### src/dfpa_pkg.sv
`timescale 1ns / 1ps
// ----------------------------------------------------------------------------
// Decimal fixed-point ALU package
// Shared widths, command codes, the queued item type and the back-end states.
// ----------------------------------------------------------------------------
package dfpa_pkg;

	localparam int PORT_BITS      = 64;
	localparam int CMD_BITS       = 3;
	localparam int DIGIT_BITS     = 5;
	localparam int RES_DIGIT_BITS = 6;
	localparam int HALF_BITS      = 32;
	localparam int PROD_BITS      = 2 * PORT_BITS;
	localparam int DEC_BASE       = 10;
	localparam int DEC_HALF       = 5;
	localparam int QUEUE_DEPTH    = 2;
	localparam int QUEUE_AW       = $clog2(QUEUE_DEPTH);

	localparam logic [CMD_BITS-1:0] CMD_ADD     = 3'd0;
	localparam logic [CMD_BITS-1:0] CMD_SUB     = 3'd1;
	localparam logic [CMD_BITS-1:0] CMD_MUL     = 3'd2;
	localparam logic [CMD_BITS-1:0] CMD_LT      = 3'd3;
	localparam logic [CMD_BITS-1:0] CMD_EQ      = 3'd4;
	localparam logic [CMD_BITS-1:0] CMD_NEG     = 3'd5;
	localparam logic [CMD_BITS-1:0] CMD_RESCALE = 3'd6;

	typedef enum logic [2:0] {
		OP_ADD,
		OP_SUB,
		OP_MUL,
		OP_LT,
		OP_EQ,
		OP_NEG,
		OP_RESCALE,
		OP_NONE
	} op_t;

	typedef struct packed {
		op_t                   op;
		logic [PORT_BITS-1:0]  a;
		logic [DIGIT_BITS-1:0] ad;
		logic [PORT_BITS-1:0]  b;
		logic [DIGIT_BITS-1:0] bd;
		logic [DIGIT_BITS-1:0] td;
	} item_t;

	typedef enum logic [2:0] {
		ST_IDLE,
		ST_SCALE,
		ST_ALU,
		ST_MUL,
		ST_MFIN,
		ST_DIV,
		ST_DFIN,
		ST_EMIT
	} state_t;

endpackage

### src/dfpa_front.sv
`timescale 1ns / 1ps
// ----------------------------------------------------------------------------
// Decimal fixed-point ALU front end
// Accepts items, decodes the command, wraps mantissas and clamps digit counts.
// ----------------------------------------------------------------------------
module dfpa_front #(
	parameter int MANTISSA_BITS       = 64,
	parameter int MAX_FRACTION_DIGITS = 18
) (
	input  logic                               clk,
	input  logic                               arst_n,
	input  logic                               in_valid,
	output logic                               in_ready,
	input  logic [dfpa_pkg::CMD_BITS-1:0]      cmd,
	input  logic [dfpa_pkg::PORT_BITS-1:0]     a_mantissa,
	input  logic [dfpa_pkg::DIGIT_BITS-1:0]    a_digits,
	input  logic [dfpa_pkg::PORT_BITS-1:0]     b_mantissa,
	input  logic [dfpa_pkg::DIGIT_BITS-1:0]    b_digits,
	input  logic [dfpa_pkg::DIGIT_BITS-1:0]    target_digits,
	output logic                               push_valid,
	input  logic                               push_ready,
	output dfpa_pkg::item_t                    push_item
);
	import dfpa_pkg::*;

	localparam logic [DIGIT_BITS-1:0] DIGIT_MAX = DIGIT_BITS'(MAX_FRACTION_DIGITS);

	logic  vld_s1;
	item_t item_s1;
	item_t item_d;
	logic  in_acc;

	function automatic logic [DIGIT_BITS-1:0] clamp(input logic [DIGIT_BITS-1:0] d);
		return (d > DIGIT_MAX) ? DIGIT_MAX : d;
	endfunction

	function automatic logic [PORT_BITS-1:0] wrap(input logic [PORT_BITS-1:0] m);
		logic signed [MANTISSA_BITS-1:0] w;
		w = m[MANTISSA_BITS-1:0];
		return PORT_BITS'(w);
	endfunction

	always_comb begin
		case (cmd)
			CMD_ADD:     item_d.op = OP_ADD;
			CMD_SUB:     item_d.op = OP_SUB;
			CMD_MUL:     item_d.op = OP_MUL;
			CMD_LT:      item_d.op = OP_LT;
			CMD_EQ:      item_d.op = OP_EQ;
			CMD_NEG:     item_d.op = OP_NEG;
			CMD_RESCALE: item_d.op = OP_RESCALE;
			default:     item_d.op = OP_NONE;
		endcase
		item_d.a  = wrap(a_mantissa);
		item_d.ad = clamp(a_digits);
		item_d.b  = wrap(b_mantissa);
		item_d.bd = clamp(b_digits);
		item_d.td = clamp(target_digits);
	end

	assign in_ready   = !vld_s1 || push_ready;
	assign in_acc     = in_valid && in_ready;
	assign push_valid = vld_s1;
	assign push_item  = item_s1;

	always_ff @(posedge clk or negedge arst_n) begin
		if (!arst_n) begin
			vld_s1 <= 1'b0;
		end else if (in_acc) begin
			vld_s1 <= 1'b1;
		end else if (push_ready) begin
			vld_s1 <= 1'b0;
		end
	end

	always_ff @(posedge clk) begin
		if (in_acc) begin
			item_s1 <= item_d;
		end
	end

endmodule

### config.mk
export PLATFORM = sky130hd
export DESIGN_NAME = dfpa_front
export DESIGN_NICKNAME = d
export VERILOG_FILES = /design/src/dfpa_pkg.sv /design/src/dfpa_front.sv
export SDC_FILE = /design/constraint.sdc
export NUM_CORES = 1
export LEC_CHECK = 0
export BUFFER_PORTS_ARGS = -buffer_cell sky130_fd_sc_hd__buf_4
export CAP_MARGIN = 20
export CORE_MARGIN = 1.5
export CORE_UTILIZATION = 36
export CTS_BUF_LIST = sky130_fd_sc_hd__clkbuf_4 sky130_fd_sc_hd__clkbuf_8 sky130_fd_sc_hd__clkbuf_16
export CTS_CLUSTER_SIZE = 8
export DETAILED_ROUTE_END_ITERATION = 7
export GPL_TIMING_DRIVEN = 0
export PLACE_DENSITY = 0.81
export SLEW_MARGIN = 20
export SYNTH_ARGS = -nofsm -noshare
export SYNTH_HDL_FRONTEND = slang
export SYNTH_SLANG_ARGS = --single-unit
### constraint.sdc
create_clock -name clk -period 4.3 [get_ports clk]
set_input_delay 0 -clock clk [delete_from_list [all_inputs] [get_ports clk]]
set_output_delay 0 -clock clk [all_outputs]
set_load 0.05 [all_outputs]
==> results of run 1 <==
[cells in the mapped netlist, drive strengths merged]
| library cell | instances | share of area (%) |
|---|---|---|
| o31ai | 3 | 0.49 |
| o21ai | 3 | 0.33 |
| clkbuf | 6 | 0.49 |
| dfrtp | 1 | 0.55 |
| and2 | 4 | 0.55 |
| nand2b | 5 | 0.69 |
| edfxtp | 146 | 96 |
| nor2b | 6 | 0.82 |
[per-stage QoR]
stage	setup slack, ns	area [um^2]
after floorplan	0.890	4560
after global placement	1.03	6980
after detailed placement	2.70	7040
[kinds of logic after synthesis]
logic type,count (synthesis)
compound gates,6
flops,147
buf+inv,6
simple gates,15
==> flow_metrics.py, run 1 <==
metrics = {
    "run_status": {
        "status": "aborted with a tool error",
        "haltStage": "clock tree synthesis (4_1_cts)",
        "error_line": "[ERROR RSZ-0060] Max buffer count reached.",
    },
    "floorplan": {
        "start_util_pct": 37.4,
        "ios": 298,
        "die_h_um": 116,
        "dieWidth_um": 116,
        "row_count": 40,
    },
    "synthesis": {
        "synth_compound_gate_area_share_pct": 0.823,
        "synth_area_mm2": 0.00456,
        "synth_seq_area_share_pct": 96.6,
        "ys_seq_elements": 147,
        "synth.area.mux_share_pct": 0,
        "syn_nets": 324,
        "avgSynthCellArea_um2": 26.2,
        "yosysWarnings": 0,
        "synth-xor-area-share_pct": 0,
        "ys_types": 8,
        "synth_fa_ha_area_share_pct": 0,
        "synth_simple_gate_area_share_pct": 2.06,
        "synth_top_family_by_area": "simple AND/OR/NAND/NOR gates",
        "syn-instance-count": 174,
    },
    "cts": {
        "clock_sinks": 147,
        "cts.path.max_buffers": 2,
        "cts_root_buf": "clkbuf_16",
        "cts_post_setup_buffers_inserted": 0,
        "numCtsBuffers": 17,
        "cts_htree_levels": 4,
        "cts_hold_buffers": 135,
        "cts_resized": 0,
    },
    "placement": {
        "dp_hpwl_mm": 8.85,
        "port_buffers": 294,
        "dp.cells": 638,
        "gp_congestion": 0.759,
    },
}
==> run 2, diff against run 1 <==
--- a/config.mk
+++ b/config.mk
@@ -8,12 +8,10 @@
 export BUFFER_PORTS_ARGS = -buffer_cell sky130_fd_sc_hd__buf_4
 export CAP_MARGIN = 20
 export CORE_MARGIN = 1.5
-export CORE_UTILIZATION = 36
-export CTS_BUF_LIST = sky130_fd_sc_hd__clkbuf_4 sky130_fd_sc_hd__clkbuf_8 sky130_fd_sc_hd__clkbuf_16
-export CTS_CLUSTER_SIZE = 8
+export CORE_UTILIZATION = 21
 export DETAILED_ROUTE_END_ITERATION = 7
 export GPL_TIMING_DRIVEN = 0
-export PLACE_DENSITY = 0.81
+export PLACE_DENSITY_LB_ADDON = 0.15
 export SLEW_MARGIN = 20
 export SYNTH_ARGS = -nofsm -noshare
 export SYNTH_HDL_FRONTEND = slang
==> constraint.sdc (replaced) <==
create_clock -name clk -period 5.59 [get_ports clk]
set_input_delay 0 -clock clk [delete_from_list [all_inputs] [get_ports clk]]
set_output_delay 0 -clock clk [all_outputs]
set_load 0.05 [all_outputs]
==> flow_metrics.py, run 2 <==
metrics = {
    "setup_path": {
        "endpoint_kind": "register",
        "critPathMaxStageDelay_ns": 0.58,
        "critical_path.startpoint_type": "register",
        "startpoint": "push_valid$_DFFE_PN0P_",
        "cp.depth": 3,
        "critPathCapture": "push_item[22]$_DFFE_PP_",
        "timing.rr.end": "push_item[22]$_DFFE_PP_",
        "crit_buf_inv": 1,
        "reg2reg_from": "push_valid$_DFFE_PN0P_",
        "path_delay_family": "simple AND/OR/NAND/NOR gates",
        "reg2reg_depth": 3,
        "critPathSlowestCell": "and2_4",
        "worst-path-max-fanout": 54,
        "cp.arrival_ns": 1.90,
        "required_ns": 5.67,
        "path_cells": "nand2b_1 > and2_4 > buf_16",
        "critical_path_class": "register to register",
        "r2r_slack_ns": 3.77,
    },
    "global_routing": {
        "grt_pass1_vias": 3687,
        "antenna_found_initial": 0,
        "grt-ovfl-total": 0,
        "grt_max_degree": 55,
        "grt_pass1_wl_mm": 18.3,
        "grt_util_all_layers_pct": 10.9,
    },
    "cts": {
        "cts_resized": 0,
        "cts_post_setup_buffers_inserted": 0,
        "clock_latency_ns": 0.41,
        "cts_htree_levels": 4,
        "path_clk_slew_ns": 0.06,
        "numCtsBuffers": 17,
        "cts_tree": "built",
        "clock_sinks": 147,
        "cts.path.max_buffers": 2,
        "cts_root_buf": "clkbuf_16",
    },
    "synthesis": {
        "synth_fa_ha_area_share_pct": 0,
        "synth.area.mux_share_pct": 0,
        "yosysMostFrequentCell": "edfxtp_1",
        "synth.area.top_cells": "edfxtp_1, nor2b_1, nand2b_1",
        "synth_area_mm2": 0.00456,
        "synth_compound_gate_area_share_pct": 0.823,
        "yosysTopAreaCell": "edfxtp_1",
        "synth-xor-area-share_pct": 0,
        "async_flop_share_pct": 0.680,
        "synth_edf_count": 146,
        "yosysWarnings": 0,
        "synth_simple_gate_area_share_pct": 2.06,
        "synthFlopType": "edfxtp_1",
        "ys_seq_elements": 147,
        "synth_seq_area_share_pct": 96.6,
        "avgSynthCellArea_um2": 26.2,
        "ys_types": 8,
        "synth_top_family_by_area": "simple AND/OR/NAND/NOR gates",
        "netlist.area_leader.share_pct": 96.1,
        "syn_nets": 324,
        "syn-instance-count": 174,
        "synth.cells.most_frequent": "edfxtp_1, clkbuf_1, nor2b_1, nand2b_1, and2_1",
    },
    "floorplan": {
        "dieArea_mm2": 0.0226,
        "dieWidth_um": 150,
        "start_util_pct": 21.6,
        "ios": 298,
        "die_h_um": 150,
        "row_count": 53,
        "core-area_mm2": 0.0212,
    },
    "placement": {
        "dp_hpwl_mm": 8.96,
        "gp_congestion": 0.681,
        "port_buffers": 294,
    },
    "sta": {
        "rsz0062_at_grt": "no",
        "worst_pin_slew_ns": 0.636,
        "skew_ns": 0.0101,
        "report.final.slew_viol_count": 0,
        "layout_min_cycle_time_ns": 1.82,
        "post-route-period-util_pct": 32.5,
        "maxSlewHeadroom_pct": 57.6,
        "setup-tns-final_ns": 0,
        "clock.fmax_ghz": 0.551,
        "timing_hold_violations_final": 0,
        "finalSetupViolCount": 0,
    },
    "drt": {
        "wirelength_mm": 12.6,
        "ant_nets": 0,
        "via_per_inst": 3.63,
        "vias": 3373,
        "drtIter0Drc": 98,
        "first_pass_iters": 4,
        "post_drt_wl_per_cell_um": 13.6,
        "drc": 0,
    },
    "cells_and_area": {
        "final_cell_mix": "buf_4, dlygate4sd3_1, edfxtp_1",
        "drive_gt1_share_pct": 49.8,
        "layout_commonest_cell": "buf_4",
        "antenna-diode-count": 0,
        "largest_reg_flops": 146,
        "synthToLayoutAreaGrowth_pct": 104,
        "final_nets": 792,
        "final_util_pct": 44.0,
    },
    "min_path": {
        "hold_path.class": "input pin to register",
    },
    "power_and_ir_drop": {
        "power_density_mw_per_mm2": 321,
        "p_leak_nw": 3.83,
        "peakVddDrop_mv": 0.184,
    },
    "run_status": {
        "status": "finished, final reports clean",
    },
    "job": {
        "max_cap_viol_count": 0,
    },
}
-- run 2: cell counts after synthesis --
Identical to the previous run, type by type.
-- run 2: metal layers --
| metal | GRT usage (%) | part of all wire (%) |
|---|---|---|
| met1 | 11.5 | 37 |
| met2 | 19.2 | 53 |
| met3 | 4.58 | 8.7 |
| met4 | 4.36 | 1.4 |
| met5 | 0 | 0 |
-- run 2: cell families (layout without fill, tap and decap cells) --
kind of cell           Yosys count  count (layout)
AOI/OAI and AO/OA                6               6
DFF                            147             147
buffers and inverters            6             486
and+or+nand+nor                 15              15
-- run 2: worst min path at each step --
stage                               from                  endpoint  slack [ns]  cells after the start
after CTS                 b_mantissa[50]   push_item[60]$_DFFE_PP_        0.28                      2
final                     a_mantissa[37]  push_item[116]$_DFFE_PP_        0.30                      2
after detailed placement          arst_n    push_valid$_DFFE_PN0P_       -0.22                      1
after global routing      b_mantissa[50]   push_item[60]$_DFFE_PP_        0.28                      2
after global placement            arst_n    push_valid$_DFFE_PN0P_       -0.22                      1
after floorplan                   arst_n    push_valid$_DFFE_PN0P_       -0.30                      0
-- run 2: area by class of cell --
| type | count | area [um^2] |
|---|---|---|
| Clock buffer | 19 | 433 |
| Timing Repair Buffer | 449 | 3790 |
| Fill cell | 1890 | 11800 |
| Buffer | 6 | 22.5 |
| Clock inverter | 12 | 178 |
| Tap cell | 275 | 344 |
| Sequential cell | 147 | 4410 |
| Multi-Input combinational cell | 21 | 134 |
-- run 2: through the flow --
stage                     worst slack (ns)  power, W  cells  hold WS [ns]  cell area [um^2]
after floorplan                      0.586   0.00157    174        -0.296              4560
after global placement              -0.201   0.00175    743        -0.224              7110
after detailed placement              3.80   0.00175    745        -0.222              7170
after CTS                             3.77   0.00304    929         0.278              9310
after global routing                  3.67   0.00311    929         0.281              9310
final                                 3.77   0.00299    929         0.302              9310
-- run 2: what timing repair did --
action                                  CTS  global route
hold buffers                            153             0
endpoints found under the setup margin    0             0
endpoints found under the hold margin   148             0
-- run 2: worst reg2reg max path: stages, from the launching register on --
cell	delay, ns
dfrtp_1	0.40
nand2b_1	0.13
and2_4	0.58
buf_16	0.33
-- run 2: where the power goes --
part           total (W)  leakage, nW  switching [W]  internal (W)
logic           0.000507         2.13       0.000293      0.000214
registers        0.00130         1.40      0.0000165       0.00129
clock network    0.00118        0.298       0.000433      0.000747
No activity file was read; power rests on OpenSTA's default activity.
