### config.mk
export PLATFORM = sky130hd
export DESIGN_NAME = dfpa_queue
export DESIGN_NICKNAME = d
export VERILOG_FILES = /design/src/dfpa_pkg.sv /design/src/dfpa_queue.sv
export SDC_FILE = /design/constraint.sdc
export NUM_CORES = 1
export LEC_CHECK = 0
export ABC_AREA = 1
export BUFFER_PORTS_ARGS = -buffer_cell sky130_fd_sc_hd__buf_2
export CAP_MARGIN = 20
export CORE_ASPECT_RATIO = 1.4
export CORE_MARGIN = 5
export CORE_UTILIZATION = 40
export DETAILED_ROUTE_END_ITERATION = 16
export HOLD_SLACK_MARGIN = 0.15
export SYNTH_ARGS = -nofsm -noshare
export SYNTH_HDL_FRONTEND = slang
export SYNTH_SLANG_ARGS = --single-unit
### constraint.sdc
create_clock -name clk -period 9.88 [get_ports clk]
set_input_delay 0.988 -clock clk [delete_from_list [all_inputs] [get_ports clk]]
set_output_delay 0.988 -clock clk [all_outputs]
set_load 0.05 [all_outputs]
### src/dfpa_pkg.sv
`timescale 1ns / 1ps
// ----------------------------------------------------------------------------
// Decimal fixed-point ALU package
// Shared widths, command codes, the queued item type and the back-end states.
// ----------------------------------------------------------------------------
package dfpa_pkg;

	localparam int PORT_BITS      = 64;
	localparam int CMD_BITS       = 3;
	localparam int DIGIT_BITS     = 5;
	localparam int RES_DIGIT_BITS = 6;
	localparam int HALF_BITS      = 32;
	localparam int PROD_BITS      = 2 * PORT_BITS;
	localparam int DEC_BASE       = 10;
	localparam int DEC_HALF       = 5;
	localparam int QUEUE_DEPTH    = 2;
	localparam int QUEUE_AW       = $clog2(QUEUE_DEPTH);

	localparam logic [CMD_BITS-1:0] CMD_ADD     = 3'd0;
	localparam logic [CMD_BITS-1:0] CMD_SUB     = 3'd1;
	localparam logic [CMD_BITS-1:0] CMD_MUL     = 3'd2;
	localparam logic [CMD_BITS-1:0] CMD_LT      = 3'd3;
	localparam logic [CMD_BITS-1:0] CMD_EQ      = 3'd4;
	localparam logic [CMD_BITS-1:0] CMD_NEG     = 3'd5;
	localparam logic [CMD_BITS-1:0] CMD_RESCALE = 3'd6;

	typedef enum logic [2:0] {
		OP_ADD,
		OP_SUB,
		OP_MUL,
		OP_LT,
		OP_EQ,
		OP_NEG,
		OP_RESCALE,
		OP_NONE
	} op_t;

	typedef struct packed {
		op_t                   op;
		logic [PORT_BITS-1:0]  a;
		logic [DIGIT_BITS-1:0] ad;
		logic [PORT_BITS-1:0]  b;
		logic [DIGIT_BITS-1:0] bd;
		logic [DIGIT_BITS-1:0] td;
	} item_t;

	typedef enum logic [2:0] {
		ST_IDLE,
		ST_SCALE,
		ST_ALU,
		ST_MUL,
		ST_MFIN,
		ST_DIV,
		ST_DFIN,
		ST_EMIT
	} state_t;

endpackage

### src/dfpa_queue.sv
`timescale 1ns / 1ps
// ----------------------------------------------------------------------------
// Decimal fixed-point ALU item queue
// Short first-in first-out buffer between the front end and the back end.
// ----------------------------------------------------------------------------
module dfpa_queue (
	input  logic            clk,
	input  logic            arst_n,
	input  logic            push_valid,
	output logic            push_ready,
	input  dfpa_pkg::item_t push_item,
	output logic            pop_valid,
	input  logic            pop_ready,
	output dfpa_pkg::item_t pop_item
);
	import dfpa_pkg::*;

	localparam logic [QUEUE_AW:0] QUEUE_FULL = (QUEUE_AW + 1)'(QUEUE_DEPTH);

	item_t               entry_q [QUEUE_DEPTH];
	logic [QUEUE_AW-1:0] wr_ptr_q;
	logic [QUEUE_AW-1:0] rd_ptr_q;
	logic [QUEUE_AW:0]   count_q;
	logic                push;
	logic                pop;

	assign push_ready = count_q != QUEUE_FULL;
	assign pop_valid  = count_q != '0;
	assign push       = push_valid && push_ready;
	assign pop        = pop_valid && pop_ready;
	assign pop_item   = entry_q[rd_ptr_q];

	always_ff @(posedge clk or negedge arst_n) begin
		if (!arst_n) begin
			wr_ptr_q <= '0;
			rd_ptr_q <= '0;
			count_q  <= '0;
		end else begin
			if (push) begin
				wr_ptr_q <= wr_ptr_q + QUEUE_AW'(1);
			end
			if (pop) begin
				rd_ptr_q <= rd_ptr_q + QUEUE_AW'(1);
			end
			case ({push, pop})
				2'b10:   count_q <= count_q + (QUEUE_AW + 1)'(1);
				2'b01:   count_q <= count_q - (QUEUE_AW + 1)'(1);
				default: count_q <= count_q;
			endcase
		end
	end

	always_ff @(posedge clk) begin
		if (push) begin
			entry_q[wr_ptr_q] <= push_item;
		end
	end

endmodule

After elaboration in Yosys (flattened, before gate mapping). Memory sizes are Yosys's and may differ from the RTL's. Index checks and enable logic that the tools add are counted.

Flip-flop bits (word level): 4. Word-level logic and storage cells: 18. RAM bits: 292. Memories: 1.

Add/subtract/negate cells: 4. Muxes and demuxes: 3. Reductions and logical operators: 4. Equal/unequal tests: 3.

Memory list: entry_q (depth 2, width 146, rd ports 1, clocked after Yosys merged registers in 0, write ports 1, RTL line dfpa_queue.sv:20) `item_t entry_q [QUEUE_DEPTH];`.

Operators by type and width (number): 2-bit one-hot mux with 2 select lines (1); 2-bit nonzero test (2); 1-bit adder (second input constant) (2); 2-bit by 1-bit adder with 2-bit output (second input constant) (1); 2-bit by 1-bit == test with 1-bit output (second input constant) (1); 2-bit == test (second input constant) (1); 1-bit logical AND (2); 1-bit 2-to-1 mux (2); 2-bit != test (second input constant) (1); 2-bit by 1-bit subtractor with 2-bit output (second input constant) (1).

Depth between registers and ports, before layout. Gate-level depths: netlist of run 1.

Depth in word-level cells: 4. Gate-level depth with buffers: 10. Depth with buffers taken out: 10.

Worst setup path before layout of run 1. Ideal clock, no wire load.

Path type: input port to flip-flop. Start point: input push_valid. End point: memory entry_q[1][0] (netlist name), enable pin. Data arrival time: 7191 ps. Path slack: 2033 ps. Stages: 2. Buffers on the path: 0. Path through: nand2_1 nor2_1.

Cells in the longest elaborated chain, start to end: 3.

RTL lines: from (decl) (RTL line dfpa_queue.sv:9) `input logic push_valid,`; 1-bit logical AND (RTL line dfpa_queue.sv:29) `assign push = push_valid && push_ready;`; 1-bit 2-to-1 mux (RTL line dfpa_queue.sv:54) `if (push) begin`; 1-bit 2-to-1 mux (not written as such) (RTL line dfpa_queue.sv:55) `entry_q[wr_ptr_q] <= push_item;`; to (decl) (RTL line dfpa_queue.sv:20).

Every way passes these cells.

==> flow_metrics.py, run 1 <==
metrics = {
    "timing": {
        "hold-worst-slack_ps": 260.3,
        "report.final.setup_viol": 0,
        "timing.setup.tns_ps": 0,
        "period_minus_slack_ps": 4244,
        "skew_ps": 11.35,
        "timing_worst_slew_pin_value_ps": 941.6,
        "relSlewSlack_pct": 37.23,
        "maxClockFrequency_mhz": 235.6,
        "rsz_0062_raised_after_global_routing": "no",
        "report.final.hold_viol_count": 0,
        "drv_slew": 0,
        "period_share_pct": 42.96,
    },
    "final_layout": {
        "instances_no_fill": 1485,
        "leading_cell_type_in_the_layout_fill_and_taps_excluded": "nand2_1",
        "fin_nets": 1246,
        "flow.area_growth_from_synthesis_pct": 25.36,
        "post-route-cell-area_um2": 13540,
        "final_cell_mix": "nand2_1, buf_2, edfxtp_1",
        "post_route_cells_drive_above_1_share_pct": 30.98,
    },
    "power": {
        "cellLeakagePower_nw": 5.798,
        "peakVddDrop_mv": 0.1984,
        "power.total_mw": 5.018,
        "power_density_nw_per_um2": 370.6,
    },
    "floorplan": {
        "die-height_um": 204.4,
        "design.portCount": 298,
        "die_w_um": 148.9,
        "design.die.area_um2": 30440,
        "fp-row-count": 71,
        "core_area_um2": 26740,
        "initial_standard_cell_utilization_of_the_core_pct": 40.40,
    },
    "clock_network": {
        "clock_latency_of_the_later_clocked_register_in_the_worst_skew_pair_ps": 530,
        "number_of_clock_sinks": 296,
        "cts_hold_repair.buffers": 0,
        "cts_setup_buffers": 0,
        "clock_path_buffers": 3,
        "post_cts_resized": 0,
        "clock_pin_transition_on_the_worst_setup_and_hold_timing_paths_ps": 60,
        "htree_levels": 1,
        "cts_inserted_buffers": 28,
        "clock_tree_from_tritoncts": "done",
        "root_buffer": "clkbuf_16",
    },
    "synthesis": {
        "yosys_register_bits": 296,
        "synth.avg_cell_area_um2": 13.64,
        "synthesis.area_um2": 10800,
        "post_synth_and_or_nand_nor_area_fraction_pct": 15.82,
        "synth_compound_gate_area_share_pct": 0.04633,
        "synth_cell_type_count": 14,
        "largest_family_of_logic_cells_by_synthesized_area": "simple AND/OR/NAND/NOR gates",
        "synth_mux_area_share_pct": 0,
        "syn-instance-count": 792,
        "synth-adder-area-share_pct": 0.1158,
        "post_synth_xor_area_fraction_pct": 0.08108,
        "synth-warning-count": 0,
        "synth.yosys.seq_area_share_pct": 82.10,
        "syn-num-nets": 943,
    },
    "worst_setup_path": {
        "arrival_ps": 3260,
        "cp_required_ps": 8890,
        "worst_setup_path_end_kind": "output pin",
        "critPathMaxFanout": 83,
        "criticalPathCategory": "reg -> out",
        "setup.worst_path.start_class": "flip-flop",
    },
    "route": {
        "route.vias.total": 6775,
        "detail_route.vias_per_cell": 4.562,
        "first_pass_iteration_count_of_the_detailed_router": 4,
        "route.detailed.drc": 0,
        "wl_um": 24200,
        "dr.first_iter.drc_count": 260,
        "drtAntennaViolNets": 0,
        "wire_per_inst_um": 16.30,
    },
    "status": {
        "outcome": "finished, final reports clean",
    },
    "global_route": {
        "total_congestion_overflow_after_global_routing": 0,
        "pin_count_of_the_biggest_net_entering_global_routing": 84,
        "grt_antenna_before_repair": 7,
        "number_of_global_route_vias_before_repair": 6796,
        "grt_pass1_wl_um": 35780,
        "grtUsageTotal_pct": 15.04,
    },
    "placement": {
        "io_buffers": 297,
        "postPlaceCellArea_um2": 12650,
        "globalplace.congestion": 0.7666,
        "place_hpwl_um": 15730,
        "placedCellCount": 1430,
    },
    "job": {
        "maxCapViolCount": 0,
    },
    "worst_hold_path": {
        "hp-class": "in -> async",
    },
}
==> logic make-up (layout without fill, tap and decap cells) <==
| logic type | Yosys count | after routing |
|---|---|---|
| other | 0 | 3 |
| AO/OA/AOI/OAI | 1 | 1 |
| XOR/XNOR | 1 | 1 |
| flip-flops | 296 | 296 |
| AND/OR/NAND/NOR | 454 | 454 |
| adder cells (fa/ha/maj) | 1 | 1 |
| buffers and inverters | 39 | 364 |
==> metrics by stage <==
stage	util [%]	setup WS, ps
6_report	50.64	5636
3_3_place_gp	47.33	6036
3_5_place_dp	47.33	6018
5_1_grt	50.63	5338
2_1_floorplan	-	2033
4_1_cts	50.61	5433
==> critical path: stages (launching register included) <==
cell	delay, ps
dfrtp_4	750
inv_4	740
buf_4	680
nand2_1	110
nand2_1	110
buf_2	270
==> synth_stat cells <==
| master | n | area (um2) |
|---|---|---|
| ha_1 | 1 | 12.51 |
| edfxtp_1 | 292 | 8768 |
| dfrtp_1 | 4 | 100.1 |
| nand4_1 | 1 | 6.260 |
| inv_1 | 6 | 22.52 |
| nand2_1 | 448 | 1682 |
| nand3_1 | 2 | 10.01 |
| buf_4 | 5 | 37.54 |
| buf_2 | 26 | 130.1 |
| nor2_1 | 3 | 11.26 |
| inv_2 | 1 | 3.750 |
| a21oi_1 | 1 | 5.000 |
| xnor2_1 | 1 | 8.760 |
| clkbuf_1 | 1 | 3.750 |
==> state kept, by name, summed over array words and instances (netlist names) <==
name and flops:
entry_q 292, wr_ptr_q 1, rd_ptr_q 1, count_q 2
==> routing by layer <==
metal | wire length [um] | GRT usage (%) | vias up | part of all wire, %
li1 | - | - | 3284 | -
met1 | 8794 | 17.03 | 3188 | 36
met2 | 12420 | 26.19 | 240 | 51
met3 | 2224 | 5.235 | 53 | 9.2
met4 | 704 | 5.561 | 10 | 2.9
met5 | 56 | 0 | - | 0.23
==> final timing paths <==
kind	slack, ps	start	endpoint	cells past startpoint
min in group clk	500	count_q[1]	count_q[1]	2
max in group asynchronous	9480	arst_n	rd_ptr_q	1
setup reg to reg	7410	count_q[0]	entry_q[1][61]	6
setup / recovery	5640	rd_ptr_q	pop_item[76]	5
hold reg to reg	500	count_q[1]	count_q[1]	2
hold / removal	260	arst_n	count_q[1]	1
==> power breakdown <==
| group | total [mW] | switching (mW) | internal (mW) |
|---|---|---|---|
| clock network | 1.01 | 0.426 | 0.587 |
| logic | 2.18 | 1.79 | 0.395 |
| registers | 1.82 | 0.105 | 1.72 |
| total | 5.02 | 2.32 | 2.70 |
==> layout make-up <==
| type | instances | area (um2) |
|---|---|---|
| antenna | 3 | 7.507 |
| clock buffer | 36 | 752.0 |
| clock inverter | 16 | 126.4 |
| fill | 2302 | 13200 |
| inverter | 7 | 28.78 |
| multi-input combinational | 457 | 1750 |
| sequential | 296 | 8872 |
| tap | 365 | 456.7 |
| timing repair buffer | 305 | 1546 |
Power figures use the tool's default switching activity.
==> run 2: changes to the inputs <==
--- a/config.mk
+++ b/config.mk
@@ -13,6 +13,7 @@
 export CORE_UTILIZATION = 40
 export DETAILED_ROUTE_END_ITERATION = 16
 export HOLD_SLACK_MARGIN = 0.15
+export PLACE_DENSITY = 0.66
 export SYNTH_ARGS = -nofsm -noshare
 export SYNTH_HDL_FRONTEND = slang
 export SYNTH_SLANG_ARGS = --single-unit
==> constraint.sdc (replaced) <==
create_clock -name clk -period 3.6 [get_ports clk]
set_input_delay 0.36 -clock clk [delete_from_list [all_inputs] [get_ports clk]]
set_output_delay 0.36 -clock clk [all_outputs]
set_load 0.05 [all_outputs]
==> run 2 against run 1 <==
Effect of this change: sequential share of layout area is 6.7 points lower; clock power grew to 2.7 times the previous value; clock-buffer cell count is 5 lower; clock skew is 3.5 ps lower; largest cell class unchanged.
==> flow_metrics.py, run 2 (same netlist as run 1, synthesis figures left out) <==
metrics = {
    "status": {
        "outcome": "finished, final reports clean",
    },
    "floorplan": {
        "initial_standard_cell_utilization_of_the_core_pct": 40.40,
        "fp-row-count": 71,
        "design.die.area_um2": 30440,
        "die-height_um": 204.4,
        "die_w_um": 148.9,
        "core_area_um2": 26740,
        "design.portCount": 298,
    },
    "clock_network": {
        "clock_pin_transition_on_the_worst_setup_and_hold_timing_paths_ps": 60,
        "root_buffer": "clkbuf_16",
        "post_cts_resized": 0,
        "clock_tree_from_tritoncts": "done",
        "cts_inserted_buffers": 28,
        "number_of_clock_sinks": 296,
        "cts_setup_buffers": 0,
        "cts_hold_repair.buffers": 150,
        "clock_path_buffers": 3,
        "clock_latency_of_the_later_clocked_register_in_the_worst_skew_pair_ps": 530,
        "htree_levels": 1,
    },
    "final_layout": {
        "leading_cell_type_in_the_layout_fill_and_taps_excluded": "nand2_1",
        "flow.area_growth_from_synthesis_pct": 39.64,
        "total_of_fill_cells_in_the_finished_design": 2170,
        "final_cell_mix": "nand2_1, buf_2, edfxtp_1",
        "post_route_cells_drive_above_1_share_pct": 27.71,
        "largest_register_ff_count": 292,
        "fin_nets": 1397,
        "reg_top3": "entry_q: 292 flops, count_q: 2 flops",
        "top_register": "entry_q",
        "area_used_by_multi_input_combinational_logic_um2": 1753,
        "regArea_um2": 8872,
    },
    "worst_hold_path": {
        "hp-class": "reg -> reg",
        "holdCritStartpoint": "count_q[0]",
        "hold_end": "count_q[0]",
        "hold_path_depth": 1,
    },
    "global_route": {
        "gr-max-usage-layer": "met2",
        "total_congestion_overflow_after_global_routing": 0,
        "pin_count_of_the_biggest_net_entering_global_routing": 148,
        "grtUsageTotal_pct": 16.06,
        "grt_use_met2_pct": 29.02,
        "grt_antenna_before_repair": 3,
        "grt_pass1_wl_um": 39030,
        "grt_util_met3_pct": 3.971,
        "met1_usage_pct": 17.99,
        "number_of_global_route_vias_before_repair": 7594,
    },
    "power": {
        "peakVddDrop_mv": 0.5804,
        "cellLeakagePower_nw": 6.442,
        "power_density_nw_per_um2": 927.1,
        "power.total_mw": 13.98,
    },
    "placement": {
        "io_buffers": 297,
        "place_hpwl_um": 15470,
        "globalplace.congestion": 0.7718,
    },
    "timing": {
        "drv_slew": 0,
        "maxClockFrequency_mhz": 378.8,
        "timing.setup.tns_ps": 0,
        "skew_ps": 7.864,
        "timing_worst_slew_pin_value_ps": 861.5,
        "report.final.hold_viol_count": 0,
        "period_share_pct": 73.33,
        "report.final.setup_viol": 0,
        "period_minus_slack_ps": 2640,
        "rsz_0062_raised_after_global_routing": "no",
        "hold-worst-slack_ps": 498.8,
        "relSlewSlack_pct": 42.56,
    },
    "worst_setup_path": {
        "cpMaxStageDelayCell": "dfrtp_4",
        "slack_of_the_worst_reg_to_reg_path_ps": 1600,
        "worstPathCellList": "inv_4 -> buf_4 -> nand2_1 -> nand2_1 -> buf_2",
        "cp_required_ps": 3240,
        "worst_setup_path_end_kind": "output pin",
        "critPathMaxFanout": 54,
        "rr_endpoint": "entry_q[1][86]",
        "critical_path.max_stage_delay_ps": 500,
        "setup.worst_path.start_class": "flip-flop",
        "arrival_ps": 2280,
        "worstReg2RegStart": "count_q[0]",
        "timing.reg2reg.worst_path_depth": 5,
        "critical_path.most_common_cell": "nand2_1",
        "criticalPathCategory": "reg -> out",
    },
    "route": {
        "drtAntennaViolNets": 0,
        "wire_per_inst_um": 15.65,
        "first_pass_iteration_count_of_the_detailed_router": 4,
        "dr.first_iter.drc_count": 338,
        "route.detailed.drc": 0,
        "wl_um": 25500,
        "detail_route.vias_per_cell": 4.524,
        "route.vias.total": 7370,
    },
    "job": {
        "maxCapViolCount": 0,
    },
}
[run 2: worst max-delay path by stage]
stage / startpoint / slack [ps] / end
after global routing: rd_ptr_q / 810 / pop_item[54]
after CTS: rd_ptr_q / 900 / pop_item[34]
after floorplan: count_q[0] / 70 / entry_q[1][0]
after detailed placement: rd_ptr_q / 1490 / pop_item[34]
final: rd_ptr_q / 960 / pop_item[35]
after global placement: rd_ptr_q / 1510 / pop_item[6]
[run 2: per-stage QoR]
stage               instances  worst slack [ps]  area, um2  utilization, %
floorplan                 792             68.31      10820               -
global placement         1431              1505      12710           47.55
detailed placement       1431              1494      12710           47.55
CTS                      1628             896.5      15080           56.40
global route             1629             808.8      15080           56.41
finish                   1629             960.0      15080           56.41
[run 2: worst max-delay path, delay by kind of cell, from the launching register on]
family,cells,cell delay [ps]
buf+inv,3,1040
flops,1,500
simple gates,2,150
[run 2: where the power goes]
part	switching (mW)	internal [mW]	total (mW)
Clock	1.18	1.59	2.77
Combinational	5.08	1.24	6.32
Sequential	0.179	4.71	4.89
Total	6.44	7.55	14.0
[run 2: layout make-up]
cell class / count / area share (%)
clock inverters: 16 / 0.8710
well taps: 365 / 3.028
repair buffers: 456 / 20.59
diodes: 1 / 0.01659
multi-input cells: 457 / 11.62
flip-flops and latches: 296 / 58.82
clock buffers: 31 / 4.861
inverters: 7 / 0.1908
[run 2: metal layers]
metal | routed length [um] | share of wire, %
met5 | 14 | 0.055
met4 | 1032 | 4.0
met3 | 1799 | 7.1
met2 | 13330 | 52
met1 | 9323 | 37
==> run 3: changes to the inputs <==
--- a/config.mk
+++ b/config.mk
@@ -13,7 +13,6 @@
 export CORE_UTILIZATION = 40
 export DETAILED_ROUTE_END_ITERATION = 16
 export HOLD_SLACK_MARGIN = 0.15
-export PLACE_DENSITY = 0.66
 export SYNTH_ARGS = -nofsm -noshare
 export SYNTH_HDL_FRONTEND = slang
 export SYNTH_SLANG_ARGS = --single-unit
==> constraint.sdc (replaced) <==
create_clock -name clk -period 2.7 [get_ports clk]
set_input_delay 0.27 -clock clk [delete_from_list [all_inputs] [get_ports clk]]
set_output_delay 0.27 -clock clk [all_outputs]
set_load 0.05 [all_outputs]
==> run 3 against run 2 <==
Effect of this change: clock-buffer cell count rose by 3; non-clock buffer count rose by 1; core utilization rose by 0.25 points; combinational power rose by 33%; register-to-register slack got worse by 580 ps; via count fell by 0.47%; clock skew rose by 7.8 ps; global-route usage fell by 0.059 points; sequential share of layout area fell by 0.26 points; critical path type unchanged; largest cell class unchanged; highest routed layer is now met4.
==> flow_metrics.py, run 3 (same netlist as run 1, synthesis figures left out) <==
metrics = {
    "global_route": {
        "grt_pass1_wl_um": 38950,
        "pin_count_of_the_biggest_net_entering_global_routing": 80,
        "grtUsageTotal_pct": 16.01,
        "number_of_global_route_vias_before_repair": 7787,
        "total_congestion_overflow_after_global_routing": 0,
        "grt_antenna_before_repair": 0,
    },
    "timing": {
        "report.final.hold_viol_count": 0,
        "period_minus_slack_ps": 2548,
        "hold-worst-slack_ps": 452.6,
        "relSlewSlack_pct": 61.91,
        "report.final.setup_viol": 0,
        "period_share_pct": 94.37,
        "drv_slew": 0,
        "rsz_0062_raised_after_global_routing": "no",
        "maxClockFrequency_mhz": 392.5,
        "timing_worst_slew_pin_value_ps": 571.3,
        "skew_ps": 15.71,
    },
    "final_layout": {
        "post_route_cells_drive_above_1_share_pct": 27.78,
        "fin_nets": 1398,
        "top_register": "entry_q",
        "total_of_fill_cells_in_the_finished_design": 2149,
        "final_cell_mix": "nand2_1, buf_2, edfxtp_1",
        "reg_top3": "entry_q: 292 flops, count_q: 2 flops",
        "flow.area_growth_from_synthesis_pct": 40.26,
        "leading_cell_type_in_the_layout_fill_and_taps_excluded": "nand2_1",
        "n_antenna_cell": 0,
        "area_used_by_multi_input_combinational_logic_um2": 1783,
        "regArea_um2": 8872,
        "largest_register_ff_count": 292,
    },
    "power": {
        "sw_frac_of_total_pct": 46.02,
        "power_frac_seq_pct": 35.3,
        "cellLeakagePower_nw": 6.462,
        "power.total_mw": 18.73,
        "peakVddDrop_mv": 0.7430,
        "power.share.combinational_pct": 44.8,
        "p_int_mw": 10.11,
        "p_switching_mw": 8.618,
        "clock_power_share_pct": 19.9,
        "power_density_nw_per_um2": 1236,
    },
    "placement": {
        "globalplace.congestion": 0.7726,
        "io_buffers": 297,
        "place_hpwl_um": 15760,
    },
    "route": {
        "first_pass_iteration_count_of_the_detailed_router": 4,
        "detail_route.vias_per_cell": 4.494,
        "route.detailed.drc": 0,
        "route.vias.total": 7335,
        "dr.first_iter.drc_count": 283,
        "drtAntennaViolNets": 0,
        "wl_um": 25300,
        "wire_per_inst_um": 15.50,
    },
    "floorplan": {
        "fp-row-count": 71,
        "design.portCount": 298,
        "core_area_um2": 26740,
        "die-height_um": 204.4,
        "die_w_um": 148.9,
        "design.die.area_um2": 30440,
        "initial_standard_cell_utilization_of_the_core_pct": 40.40,
    },
    "clock_network": {
        "clock_pin_transition_on_the_worst_setup_and_hold_timing_paths_ps": 60,
        "cts_setup_buffers": 0,
        "post_cts_resized": 0,
        "clock_latency_of_the_later_clocked_register_in_the_worst_skew_pair_ps": 530,
        "number_of_clock_sinks": 296,
        "cts_inserted_buffers": 28,
        "htree_levels": 1,
        "clock_tree_from_tritoncts": "done",
        "root_buffer": "clkbuf_16",
        "clock_path_buffers": 3,
    },
    "worst_setup_path": {
        "arrival_ps": 2280,
        "criticalPathCategory": "reg -> out",
        "cp_required_ps": 2430,
        "slack_of_the_worst_reg_to_reg_path_ps": 1020,
        "critPathMaxFanout": 79,
        "rr_endpoint": "entry_q[0][101]",
        "worst_setup_path_end_kind": "output pin",
        "timing.reg2reg.worst_path_depth": 5,
        "setup.worst_path.start_class": "flip-flop",
        "worstReg2RegStart": "count_q[0]",
    },
    "worst_hold_path": {
        "hold_end": "entry_q[0][18]",
        "holdCritStartpoint": "push_item[18]",
        "hold_path_depth": 2,
        "hp-class": "in -> reg",
    },
    "job": {
        "maxCapViolCount": 0,
    },
    "status": {
        "outcome": "finished, final reports clean",
    },
}
## run 3: per-stage QoR
stage / cell area (um2) / utilization [%] / cells / setup TNS (ps) / setup WS (ps)
after floorplan: 10850 / - / 792 / -158330 / -554.8
after global placement: 12780 / 47.78 / 1432 / 0 / 694.5
after detailed placement: 12780 / 47.78 / 1432 / 0 / 682.9
after CTS: 15150 / 56.66 / 1632 / 0 / 106.2
after global routing: 15150 / 56.66 / 1632 / 0 / 15.17
final: 15150 / 56.66 / 1632 / 0 / 152.0
## run 3: area by class of cell
| class | count | share of cell area [%] |
|---|---|---|
| clock buffers | 34 | 4.914 |
| clock inverters | 16 | 0.8423 |
| inverters | 7 | 0.1899 |
| multi-input cells | 457 | 11.77 |
| flip-flops and latches | 296 | 58.56 |
| well taps | 365 | 3.014 |
| repair buffers | 457 | 20.71 |
## run 3: per-layer routing
layer | track usage (%) | wire, um | vias up
li1 | - | - | 3582
met1 | 17.71 | 9447 | 3438
met2 | 29.11 | 12920 | 253
met3 | 4.392 | 1954 | 62
met4 | 6.052 | 978 | 0
met5 | 0 | 0 | -
## run 3: worst max-delay path, cell delays in order, from the launching register on
cell and delay [ps]:
dfrtp_4 690, inv_4 160, buf_12 320, nand2_1 90
nand2_1 120, buf_2 290
## run 3: power groups by stage
| stage | Clock (mW) | Sequential (mW) | Combinational [mW] |
|---|---|---|---|
| after global placement | 0 | 6.68 | 8.30 |
| after global routing | 4.02 | 6.70 | 8.93 |
| after detailed placement | 0 | 6.72 | 8.32 |
| final | 3.73 | 6.61 | 8.39 |
| after CTS | 3.83 | 6.62 | 8.51 |
| after floorplan | 0 | 6.62 | 6.27 |
## run 3: repair_timing
item | 4_1_cts | 5_1_grt
setup endpoints to repair | 0 | 0
endpoints found under the hold margin | 298 | 0
hold buffers | 150 | 0
## run 3: worst max path at each step
stage / slack, ps / from / endpoint / cells past startpoint
after floorplan: -550 / count_q[0] / entry_q[1][0] / 4
after global placement: 690 / rd_ptr_q / pop_item[84] / 5
after detailed placement: 680 / rd_ptr_q / pop_item[84] / 5
after CTS: 110 / rd_ptr_q / pop_item[84] / 5
after global routing: 20 / rd_ptr_q / pop_item[84] / 5
final: 150 / rd_ptr_q / pop_item[84] / 5
